### src/design/tlip_pkg.sv
// Package for the terminated line integer parser.
// Holds command and phase codes, character constants, shared types and helpers.
// No dependencies.
`timescale 1ns / 1ps
`default_nettype none

package tlip_pkg;

  localparam logic [1:0] KIND_CHAR  = 2'd0;
  localparam logic [1:0] KIND_TERM  = 2'd1;
  localparam logic [1:0] KIND_CLEAR = 2'd2;

  localparam logic [2:0] PH_START  = 3'd0;
  localparam logic [2:0] PH_WS     = 3'd1;
  localparam logic [2:0] PH_SIGN   = 3'd2;
  localparam logic [2:0] PH_ZERO   = 3'd3;
  localparam logic [2:0] PH_DIGITS = 3'd4;
  localparam logic [2:0] PH_HEXPFX = 3'd5;
  localparam logic [2:0] PH_HEXDIG = 3'd6;

  localparam int unsigned FORM_DEC = 0;
  localparam int unsigned FORM_HEX = 1;
  localparam int unsigned FORM_BIN = 2;

  localparam logic [1:0] RADIX_DEC = 2'd0;
  localparam logic [1:0] RADIX_HEX = 2'd1;
  localparam logic [1:0] RADIX_BIN = 2'd2;

  localparam logic [7:0] CH_LF    = 8'h0A;
  localparam logic [7:0] CH_CR    = 8'h0D;
  localparam logic [7:0] CH_TAB   = 8'h09;
  localparam logic [7:0] CH_SPACE = 8'h20;
  localparam logic [7:0] CH_PLUS  = 8'h2B;
  localparam logic [7:0] CH_MINUS = 8'h2D;
  localparam logic [7:0] CH_ZERO  = 8'h30;
  localparam logic [7:0] CH_ONE   = 8'h31;
  localparam logic [7:0] CH_NINE  = 8'h39;
  localparam logic [7:0] CH_LC_B  = 8'h62;
  localparam logic [7:0] CH_LC_X  = 8'h78;
  localparam logic [7:0] CH_UC_X  = 8'h58;
  localparam logic [7:0] CH_LC_A  = 8'h61;
  localparam logic [7:0] CH_LC_F  = 8'h66;
  localparam logic [7:0] CH_UC_A  = 8'h41;
  localparam logic [7:0] CH_UC_F  = 8'h46;

  localparam logic [7:0] TERM_RESET = 8'h0A;

  localparam logic [31:0] MAG_LIMIT = 32'h8000_0000;
  localparam logic [31:0] POS_MAX   = 32'h7FFF_FFFF;

  localparam int unsigned Q_DEPTH = 4;
  localparam int unsigned Q_AW    = 2;

  typedef struct packed {
    logic [1:0] kind;
    logic [7:0] char_code;
  } cmd_t;

  typedef struct packed {
    logic        saturated;
    logic [1:0]  radix_used;
    logic [31:0] int_value;
    logic        int_valid;
  } result_t;

  function automatic logic is_space(input logic [7:0] c);
    return (c == CH_SPACE) || ((c >= CH_TAB) && (c <= CH_CR));
  endfunction

  // Digit value of a hex character, or 16 when it is not a hex digit.
  function automatic logic [4:0] hex_val(input logic [7:0] c);
    logic [4:0] v;
    v = 5'd16;
    if ((c >= CH_ZERO) && (c <= CH_NINE)) v = 5'(c - CH_ZERO);
    else if ((c >= CH_LC_A) && (c <= CH_LC_F)) v = 5'(c - CH_LC_A + 8'd10);
    else if ((c >= CH_UC_A) && (c <= CH_UC_F)) v = 5'(c - CH_UC_A + 8'd10);
    return v;
  endfunction

endpackage

`default_nettype wire

### src/design/tlip_front.sv
// Front end of the parser: accepts input items and classifies them.
// Holds the terminator register. Depends on tlip_pkg.
`timescale 1ns / 1ps
`default_nettype none

module tlip_front (
  input  wire              clk,
  input  wire              rst,
  input  wire              cfg_wr_en,
  input  wire  [7:0]       cfg_wr_data,
  input  wire              s_tvalid,
  output logic             s_tready,
  input  wire  [7:0]       s_tdata,   // char_code
  input  wire              s_tuser,   // opcode
  input  wire              q_full,
  output logic             push,
  output tlip_pkg::cmd_t   push_cmd
);
  import tlip_pkg::*;

  logic [7:0] terminator;
  logic       keep;

  always_ff @(posedge clk) begin
    if (rst) begin
      terminator <= TERM_RESET;
    end else if (cfg_wr_en) begin
      terminator <= cfg_wr_data;
    end
  end

  always_comb begin
    push_cmd.char_code = s_tdata;
    keep = 1'b1;
    if (s_tuser) begin
      push_cmd.kind = KIND_CLEAR;
    end else if (s_tdata == terminator) begin
      push_cmd.kind = KIND_TERM;
    end else begin
      push_cmd.kind = KIND_CHAR;
      keep = !((s_tdata == CH_LF) || (s_tdata == CH_CR));
    end
  end

  assign s_tready = !q_full;
  assign push     = s_tvalid && s_tready && keep;

endmodule

`default_nettype wire

### src/design/tlip_queue.sv
// Short command queue between the front end and the parser core.
// Depends on tlip_pkg.
`timescale 1ns / 1ps
`default_nettype none

module tlip_queue (
  input  wire             clk,
  input  wire             rst,
  input  wire             push,
  input  tlip_pkg::cmd_t  push_cmd,
  output logic            full,
  input  wire             pop,
  output logic            q_valid,
  output tlip_pkg::cmd_t  q_cmd
);
  import tlip_pkg::*;

  cmd_t            mem [Q_DEPTH];
  logic [Q_AW-1:0] wr_ptr;
  logic [Q_AW-1:0] rd_ptr;
  logic [Q_AW:0]   count;

  always_ff @(posedge clk) begin
    if (push) begin
      mem[wr_ptr] <= push_cmd;
    end
  end

  always_ff @(posedge clk) begin
    if (rst) begin
      wr_ptr <= '0;
      rd_ptr <= '0;
      count  <= '0;
    end else begin
      if (push) wr_ptr <= wr_ptr + 1'b1;
      if (pop)  rd_ptr <= rd_ptr + 1'b1;
      if (push && !pop) count <= count + 1'b1;
      else if (pop && !push) count <= count - 1'b1;
    end
  end

  assign full    = (count == (Q_AW+1)'(Q_DEPTH));
  assign q_valid = (count != '0);
  assign q_cmd   = mem[rd_ptr];

endmodule

`default_nettype wire

### src/design/tlip_back.sv
// Parser core: runs the line state machine and the three accumulators.
// Holds the result register. Depends on tlip_pkg.
`timescale 1ns / 1ps
`default_nettype none

module tlip_back #(
  parameter int LINE_CAPACITY = 64
) (
  input  wire               clk,
  input  wire               rst,
  input  wire               q_valid,
  input  tlip_pkg::cmd_t    q_cmd,
  output logic              pop,
  output logic              m_tvalid,
  input  wire               m_tready,
  output tlip_pkg::result_t res
);
  import tlip_pkg::*;

  localparam int LEN_W = $clog2(LINE_CAPACITY + 1);

  logic [LEN_W-1:0] line_length, line_length_next;
  logic [2:0]       phase, phase_next;
  logic             neg, neg_next;
  logic [31:0]      dec_acc, dec_acc_next;
  logic [31:0]      hex_acc, hex_acc_next;
  logic [31:0]      bin_acc, bin_acc_next;
  logic [2:0]       form_ok, form_ok_next;
  logic [2:0]       sat_flags, sat_flags_next;
  result_t          fin;

  always_comb begin
    logic [LEN_W-1:0] len;
    logic [2:0]  ph, ok, sf;
    logic        ng, done, first_dig, sp, sg, is_dec;
    logic [31:0] da, ha, ba, mag;
    logic [7:0]  c;
    logic [4:0]  d;
    logic [35:0] dsum, hsum;
    logic [32:0] bsum;
    logic [31:0] dcap, hcap, bcap;
    logic        dovf, hovf, bovf, satf, fvalid;
    logic [1:0]  radix;

    c  = q_cmd.char_code;
    d  = hex_val(c);
    sp = is_space(c);
    sg = (c == CH_PLUS) || (c == CH_MINUS);
    is_dec = (c >= CH_ZERO) && (c <= CH_NINE);

    len = line_length; ph = phase; ng = neg; da = dec_acc; ha = hex_acc; ba = bin_acc;
    ok = form_ok; sf = sat_flags;
    if (line_length >= LEN_W'(LINE_CAPACITY)) begin
      len = '0; ph = PH_START; ng = 1'b0; da = '0; ha = '0; ba = '0;
      ok = 3'b111; sf = 3'b000;
    end

    dsum = ({4'b0, da} << 3) + ({4'b0, da} << 1) + {32'b0, d[3:0]};
    hsum = ({4'b0, ha} << 4) + {32'b0, d[3:0]};
    bsum = ({1'b0, ba} << 1) + {32'b0, d[0]};
    dovf = dsum > {4'b0, MAG_LIMIT};
    hovf = hsum > {4'b0, MAG_LIMIT};
    bovf = bsum > {1'b0, MAG_LIMIT};
    dcap = dovf ? MAG_LIMIT : dsum[31:0];
    hcap = hovf ? MAG_LIMIT : hsum[31:0];
    bcap = bovf ? MAG_LIMIT : bsum[31:0];

    fvalid = 1'b0; radix = RADIX_DEC; mag = '0; satf = 1'b0;
    if (len == '0) begin
      fvalid = 1'b1;
    end else if (ok[FORM_DEC] && ((ph == PH_ZERO) || (ph == PH_DIGITS))) begin
      fvalid = 1'b1; radix = RADIX_DEC; mag = da; satf = sf[FORM_DEC];
    end else if (ok[FORM_HEX] && (ph == PH_HEXDIG)) begin
      fvalid = 1'b1; radix = RADIX_HEX; mag = ha; satf = sf[FORM_HEX];
    end else if (ok[FORM_BIN] && (len >= LEN_W'(2)) && (ph == PH_DIGITS)) begin
      fvalid = 1'b1; radix = RADIX_BIN; mag = ba; satf = sf[FORM_BIN];
    end
    fin.int_valid  = fvalid;
    fin.radix_used = radix;
    fin.int_value  = '0;
    fin.saturated  = 1'b0;
    if (fvalid && (len != '0)) begin
      if (ng) begin
        if (satf) begin
          fin.int_value = MAG_LIMIT; fin.saturated = 1'b1;
        end else begin
          fin.int_value = 32'd0 - mag;
        end
      end else if (satf || (mag > POS_MAX)) begin
        fin.int_value = POS_MAX; fin.saturated = 1'b1;
      end else begin
        fin.int_value = mag;
      end
    end

    done = 1'b0;
    if (len == '0) begin
      if (c != CH_ZERO) ok[FORM_BIN] = 1'b0;
    end else if (len == LEN_W'(1)) begin
      if (ok[FORM_BIN] && (c == CH_LC_B)) begin
        ok = 3'b100; ph = PH_WS; done = 1'b1;
      end else begin
        ok[FORM_BIN] = 1'b0;
      end
    end

    if (!done && ok[FORM_BIN] && (len >= LEN_W'(2))) begin
      done = 1'b1;
      if (sp && (ph == PH_WS)) begin
        ph = PH_WS;
      end else if (sg && (ph == PH_WS)) begin
        ph = PH_SIGN; ng = (c == CH_MINUS);
      end else if ((d < 5'd2) &&
                   ((ph == PH_WS) || (ph == PH_SIGN) || (ph == PH_DIGITS))) begin
        ph = PH_DIGITS; ba = bcap; sf[FORM_BIN] = sf[FORM_BIN] | bovf;
      end else begin
        ok = 3'b000;
      end
    end

    if (!done && (ok[FORM_HEX:FORM_DEC] == 2'b00)) done = 1'b1;

    first_dig = (ph == PH_SIGN) || (((ph == PH_START) || (ph == PH_WS)) && !sp && !sg);
    if (!done) begin
      if (first_dig) begin
        if (c == CH_ZERO) begin
          ph = PH_ZERO; da = '0;
        end else if ((c >= CH_ONE) && (c <= CH_NINE)) begin
          ph = PH_DIGITS; ok[FORM_HEX] = 1'b0; da = {28'b0, d[3:0]};
        end else begin
          ok[FORM_HEX:FORM_DEC] = 2'b00;
        end
      end else begin
        unique case (ph) inside
          PH_START, PH_WS: begin
            if (sp) begin
              ph = PH_WS;
            end else begin
              ph = PH_SIGN; ng = (c == CH_MINUS);
            end
          end
          PH_ZERO: begin
            if ((c == CH_LC_X) || (c == CH_UC_X)) begin
              ph = PH_HEXPFX; ok[FORM_DEC] = 1'b0;
            end else if (is_dec) begin
              ph = PH_DIGITS; ok[FORM_HEX] = 1'b0; da = dcap;
              sf[FORM_DEC] = sf[FORM_DEC] | dovf;
            end else begin
              ok[FORM_HEX:FORM_DEC] = 2'b00;
            end
          end
          PH_DIGITS: begin
            if (is_dec) begin
              da = dcap; sf[FORM_DEC] = sf[FORM_DEC] | dovf;
            end else begin
              ok[FORM_HEX:FORM_DEC] = 2'b00;
            end
          end
          PH_HEXPFX, PH_HEXDIG: begin
            if (d < 5'd16) begin
              ph = PH_HEXDIG; ha = hcap; sf[FORM_HEX] = sf[FORM_HEX] | hovf;
            end else begin
              ok[FORM_HEX:FORM_DEC] = 2'b00;
            end
          end
          default: begin
            ok[FORM_HEX:FORM_DEC] = 2'b00;
          end
        endcase
      end
    end

    line_length_next = len + 1'b1;
    phase_next = ph; neg_next = ng; dec_acc_next = da; hex_acc_next = ha;
    bin_acc_next = ba; form_ok_next = ok; sat_flags_next = sf;
  end

  assign pop = q_valid && ((q_cmd.kind != KIND_TERM) || !m_tvalid || m_tready);

  always_ff @(posedge clk) begin
    if (rst) begin
      line_length <= '0; phase <= PH_START; neg <= 1'b0;
      dec_acc <= '0; hex_acc <= '0; bin_acc <= '0;
      form_ok <= 3'b111; sat_flags <= 3'b000;
    end else if (pop) begin
      if (q_cmd.kind == KIND_CHAR) begin
        line_length <= line_length_next; phase <= phase_next; neg <= neg_next;
        dec_acc <= dec_acc_next; hex_acc <= hex_acc_next; bin_acc <= bin_acc_next;
        form_ok <= form_ok_next; sat_flags <= sat_flags_next;
      end else begin
        line_length <= '0; phase <= PH_START; neg <= 1'b0;
        dec_acc <= '0; hex_acc <= '0; bin_acc <= '0;
        form_ok <= 3'b111; sat_flags <= 3'b000;
      end
    end
  end

  always_ff @(posedge clk) begin
    if (rst) begin
      m_tvalid <= 1'b0;
    end else if (pop && (q_cmd.kind == KIND_TERM)) begin
      m_tvalid <= 1'b1;
    end else if (m_tready) begin
      m_tvalid <= 1'b0;
    end
  end

  always_ff @(posedge clk) begin
    if (pop && (q_cmd.kind == KIND_TERM)) begin
      res <= fin;
    end
  end

`ifndef ASSERT_OFF
  a_invalid_zero: assert property (@(posedge clk) disable iff (rst)
    (m_tvalid && !res.int_valid) |->
      (res.int_value == 32'd0) && (res.radix_used == RADIX_DEC) && !res.saturated)
    else $error("invalid line result carries nonzero fields");
  a_sat_limits: assert property (@(posedge clk) disable iff (rst)
    (m_tvalid && res.saturated) |->
      ((res.int_value == POS_MAX) || (res.int_value == MAG_LIMIT)))
    else $error("saturated result is not a 32-bit limit");
  a_no_overwrite: assert property (@(posedge clk) disable iff (rst)
    (m_tvalid && !m_tready) |-> !(pop && (q_cmd.kind == KIND_TERM)))
    else $error("result register overwritten while stalled");
  a_len_bound: assert property (@(posedge clk) disable iff (rst)
    line_length <= LEN_W'(LINE_CAPACITY))
    else $error("line length beyond capacity");
`endif

endmodule

`default_nettype wire

### src/design/terminated_line_integer_parser.sv
// A terminator is queued; its pop by the core sets m_tvalid and loads the result register,
// after any queued items or stalled result ahead of it. Throughput: one item per cycle while
// the queue is not full; a four-entry command queue separates intake from parsing, and the
// parser core retires one character per cycle with constant shift-add accumulators.
// Reset (synchronous, rst high): terminator returns to LF, the line state is cleared,
// the queue empties and no result is pending.
`timescale 1ns / 1ps
`default_nettype none

module terminated_line_integer_parser #(
  parameter int LINE_CAPACITY = 64
) (
  input  wire         clk,
  input  wire         rst,
  input  wire         cfg_wr_en,
  input  wire  [7:0]  cfg_wr_data,
  input  wire         s_tvalid,
  output logic        s_tready,
  input  wire  [7:0]  s_tdata,   // char_code
  input  wire         s_tuser,   // opcode
  output logic        m_tvalid,
  input  wire         m_tready,
  output logic [39:0] m_tdata,   // int_valid, int_value[31:0], saturated, zero fill
  output logic [1:0]  m_tuser    // radix_used
);
  import tlip_pkg::*;

  logic    push, full, pop, q_valid;
  cmd_t    push_cmd, q_cmd;
  result_t res;

  tlip_front u_front (
    .clk         (clk),
    .rst         (rst),
    .cfg_wr_en   (cfg_wr_en),
    .cfg_wr_data (cfg_wr_data),
    .s_tvalid    (s_tvalid),
    .s_tready    (s_tready),
    .s_tdata     (s_tdata),
    .s_tuser     (s_tuser),
    .q_full      (full),
    .push        (push),
    .push_cmd    (push_cmd)
  );

  tlip_queue u_queue (
    .clk      (clk),
    .rst      (rst),
    .push     (push),
    .push_cmd (push_cmd),
    .full     (full),
    .pop      (pop),
    .q_valid  (q_valid),
    .q_cmd    (q_cmd)
  );

  tlip_back #(
    .LINE_CAPACITY (LINE_CAPACITY)
  ) u_back (
    .clk      (clk),
    .rst      (rst),
    .q_valid  (q_valid),
    .q_cmd    (q_cmd),
    .pop      (pop),
    .m_tvalid (m_tvalid),
    .m_tready (m_tready),
    .res      (res)
  );

  assign m_tdata = {6'b0, res.saturated, res.int_value, res.int_valid};
  assign m_tuser = res.radix_used;

endmodule

`default_nettype wire
### config.mk
export PLATFORM = sky130hd
export DESIGN_NAME = terminated_line_integer_parser
export DESIGN_NICKNAME = d
export VERILOG_FILES = /design/src/design/tlip_pkg.sv /design/src/design/tlip_front.sv /design/src/design/tlip_queue.sv /design/src/design/tlip_back.sv /design/src/design/terminated_line_integer_parser.sv
export SDC_FILE = /design/constraint.sdc
export NUM_CORES = 1
export LEC_CHECK = 0
export BUFFER_PORTS_ARGS = -buffer_cell sky130_fd_sc_hd__buf_2
export CORE_MARGIN = 5
export CORE_UTILIZATION = 69
export CTS_BUF_LIST = sky130_fd_sc_hd__clkbuf_8
export CTS_CLUSTER_DIAMETER = 30
export DETAILED_ROUTE_END_ITERATION = 12
export PLACE_DENSITY = 0.87
export SYNTH_ARGS = -nofsm -noshare
export SYNTH_HDL_FRONTEND = slang
export SYNTH_SLANG_ARGS = --single-unit
### constraint.sdc
create_clock -name clk -period 15.7 [get_ports clk]
set_clock_uncertainty 0.05 [all_clocks]
set_input_delay 3.14 -clock clk [delete_from_list [all_inputs] [get_ports clk]]
set_output_delay 3.14 -clock clk [all_outputs]
set_load 0.05 [all_outputs]
==> flow_metrics.env <==
export IMPL_antenna_found_initial=0
export IMPL_synth_seq_area_share_pct=35.2
export IMPL_crit_path_frequent_cell="nor2_1"
export IMPL_cts_setup_buffers=0
export IMPL_cts_tree="yes"
export IMPL_final_layout_size_suffix_gt1_share_pct=11.8
export IMPL_start_util_pct=69.5
export IMPL_slew_viol_final=0
export IMPL_async_flop_share_pct=0
export IMPL_drtIter0Drc=2039
export IMPL_clock_latency_ns=0.56
export IMPL_crit_buf_inv=2
export IMPL_cap_viol_max_count=0
export IMPL_ys_seq_elements=207
export IMPL_routed_wl_um=41500
export IMPL_power_density_nw_per_um2=125
export IMPL_port_buffers=59
export IMPL_fmax_mhz=124
export IMPL_hold_violations=0
export IMPL_die_h_um=152
export IMPL_netlist_area_um2=13900
export IMPL_syn_area_per_cell_um2=8.66
export IMPL_cts_hold_buffers=0
export IMPL_critPathSlowestCell="dfxtp_1"
export IMPL_arrival_ns=8.49
export IMPL_fin_nets=1725
export IMPL_grtUsageTotal_pct=34.5
export IMPL_wire_per_inst_um=21.6
export IMPL_dr_pass1_iters=6
export IMPL_area_delta_synth_final_pct=8.67
export IMPL_grt_overflow_total=0
export IMPL_hpwl_um=29700
export IMPL_critPathLaunchType="register"
export IMPL_clkTransAtPathRegs_ns=0.06
export IMPL_critical_path_class="reg2reg"
export IMPL_nFillCells=1448
export IMPL_gp_congestion=1.04
export IMPL_cp_max_fo=20
export IMPL_synth_cells=1607
export IMPL_required_ns=16.12
export IMPL_synthFlopType="dfxtp_1"
export IMPL_cts_buffers=40
export IMPL_synth_edf_count=76
export IMPL_grt_pass1_wl_um=66500
export IMPL_cts_root_buf="clkbuf_8"
export IMPL_multi_input_area_um2=8420
export IMPL_hold_ws_ns=0.418
export IMPL_path_delay_family="simple AND/OR/NAND/NOR gates"
export IMPL_drc_errors=0
export IMPL_route_vias_total=13600
export IMPL_worst_pin_slew_ns=1.32
export IMPL_hold_class="reg2reg"
export IMPL_p_leak_uw=0.00606
export IMPL_tns_ns=0
export IMPL_finalSetupViolCount=0
export IMPL_grt_max_degree=69
export IMPL_cts_sinks=207
export IMPL_antenna_cells=0
export IMPL_post_route_min_period_ns=8.07
export IMPL_cts_buffer_depth=3
export IMPL_path_cells="mux4_2, inv_1, ha_1, nor2_1, o21ai_0, nand2_1, and2_1, nor2_1, fa_1, fa_1, a211oi_1, nor2_1, xor2_1, a2111oi_0, or4b_1, nor4b_1, nand4_1, o211a_1, nor4_4, buf_4, nand3_1, a221oi_2"
export IMPL_grt_pass1_vias=12800
export IMPL_cp_slowest_stage_delay_ns=0.75
export IMPL_ant_nets=0
export IMPL_postCtsResizedCells=0
export IMPL_htree_levels=2
export IMPL_ir_drop_mv=0.124
export IMPL_die_area_um2=23100
export IMPL_ioPinCount=66
export IMPL_vias_per_cell=7.07
export IMPL_coreArea_um2=20000
export IMPL_synth_warnings=0
export IMPL_layout_commonest_cell="nor2_1"
export IMPL_layout_common_cells="nor2_1 (212), dfxtp_1 (130), nand2_1 (119)"
export IMPL_timing_final_crit_share_pct=51.4
export IMPL_rsz0062_at_grt="false"
export IMPL_endpoint_kind="register"
export IMPL_slew_headroom_pct=11.5
export IMPL_regArea_um2=4910
export IMPL_ys_types=95
export IMPL_rows=52
export IMPL_status="finished, final reports clean"
export IMPL_fp_dieW_um=152
[path summary, 6_finish.rpt]
check	start	to	slack, ns	depth (start not counted)
min	u_back.sat_flags[0]	u_back.sat_flags[0]	0.42	1
max	register	u_back.dec_acc[14]	7.63	22
min reg2reg	u_back.sat_flags[0]	u_back.sat_flags[0]	0.42	1
max reg2reg	register	u_back.dec_acc[14]	7.63	22
[sequential cells by signal, indices dropped and copies added, names as in the netlist, named ones only]
| signal | flops |
|---|---|
| u_back.bin_acc | 32 |
| u_back.dec_acc | 32 |
| u_back.form_ok | 3 |
| u_back.hex_acc | 32 |
| u_back.line_length | 7 |
| u_back.m_tvalid | 1 |
| u_back.neg | 1 |
| u_back.phase | 3 |
| u_back.res | 36 |
| u_back.sat_flags | 3 |
| u_front.terminator | 8 |
| u_queue.count | 3 |
| u_queue.mem | 40 |
| u_queue.rd_ptr | 2 |
| u_queue.wr_ptr | 2 |
[routing by layer]
layer | share of wire, % | GRT usage [%] | wire length (µm) | vias to the layer above
li1 | - | - | - | 6133
met5 | 0 | 0 | 0 | -
met3 | 11 | 7.79 | 4510 | 225
met1 | 37 | 43.5 | 15400 | 6378
met4 | 6.6 | 19.2 | 2730 | 0
met2 | 46 | 55.2 | 18900 | 874
[cell usage after synthesis, types with 8 or more instances]
library cell / count / share of area [%]
nand3_1: 31 / 1.1
nand2b_1: 16 / 0.72
a22oi_1: 50 / 2.7
buf_6: 9 / 0.73
nand2_1: 119 / 3.2
a21o_1: 12 / 0.65
o211ai_1: 19 / 1.0
nor3_1: 43 / 1.5
o21a_1: 8 / 0.43
a22o_1: 35 / 2.2
a21oi_1: 110 / 4.0
a32o_1: 9 / 0.65
and2_1: 18 / 0.81
nor2b_1: 32 / 1.4
or3_1: 15 / 0.67
nand4_1: 16 / 0.72
a211o_1: 9 / 0.57
nor2_1: 214 / 5.8
a221oi_1: 27 / 1.7
a31oi_1: 15 / 0.67
buf_1: 14 / 0.38
clkbuf_1: 64 / 1.7
edfxtp_1: 76 / 16
mux4_2: 10 / 1.6
xnor2_1: 15 / 0.94
buf_2: 10 / 0.36
mux2i_1: 14 / 1.0
a211oi_1: 35 / 1.9
ha_1: 78 / 7.0
a32oi_1: 15 / 0.94
and3_1: 11 / 0.49
xor2_1: 25 / 1.6
o21ai_0: 77 / 2.8
o22ai_1: 9 / 0.40
nor4_1: 19 / 0.85
inv_1: 37 / 1.0
buf_4: 8 / 0.43
dfxtp_1: 131 / 19
nor3b_1: 8 / 0.43
[cells by family (layout without fill, tap and decap cells)]
logic type | after synthesis | after routing | synth area share (%)
DFF | 207 | 207 | 35.2
other | 1 | 6 | 0.0269
and+or+nand+nor | 596 | 596 | 21.4
adders and majority gates | 81 | 81 | 7.44
xor gates and xnor gates | 40 | 40 | 2.52
AOI/OAI and AO/OA | 513 | 513 | 25.9
muxes | 26 | 26 | 2.79
buffers and inverters | 143 | 185 | 4.65
[power by group]
group / total, µW / internal (µW) / leakage (µW) / switching (µW)
clock network: 610 / 362 / 0.000494 / 248
logic: 634 / 180 / 0.00383 / 453
registers: 646 / 616 / 0.00174 / 30.2
total: 1890 / 1160 / 0.00606 / 732
[through the flow]
step           instance area, µm²  instances  total power (µW)  utilization, %  worst slack [ns]
2_1_floorplan               13900       1612              1140               -              9.45
3_3_place_gp                14200       1850              1250            70.9              8.10
3_5_place_dp                14200       1850              1270            70.9              7.79
4_1_cts                     15100       1924              1880            75.5              7.70
5_1_grt                     15100       1924              1970            75.5              6.89
6_report                    15100       1924              1890            75.5              7.63
[layout make-up]
type	count	share of cell area [%]
multi-input cells	1262	55.6
flip-flops and latches	207	32.4
repair buffers	73	2.65
well taps	270	2.23
clock inverters	27	1.84
inverters	38	0.943
clock buffers	47	4.28
No activity file was read; power rests on OpenSTA's default activity.
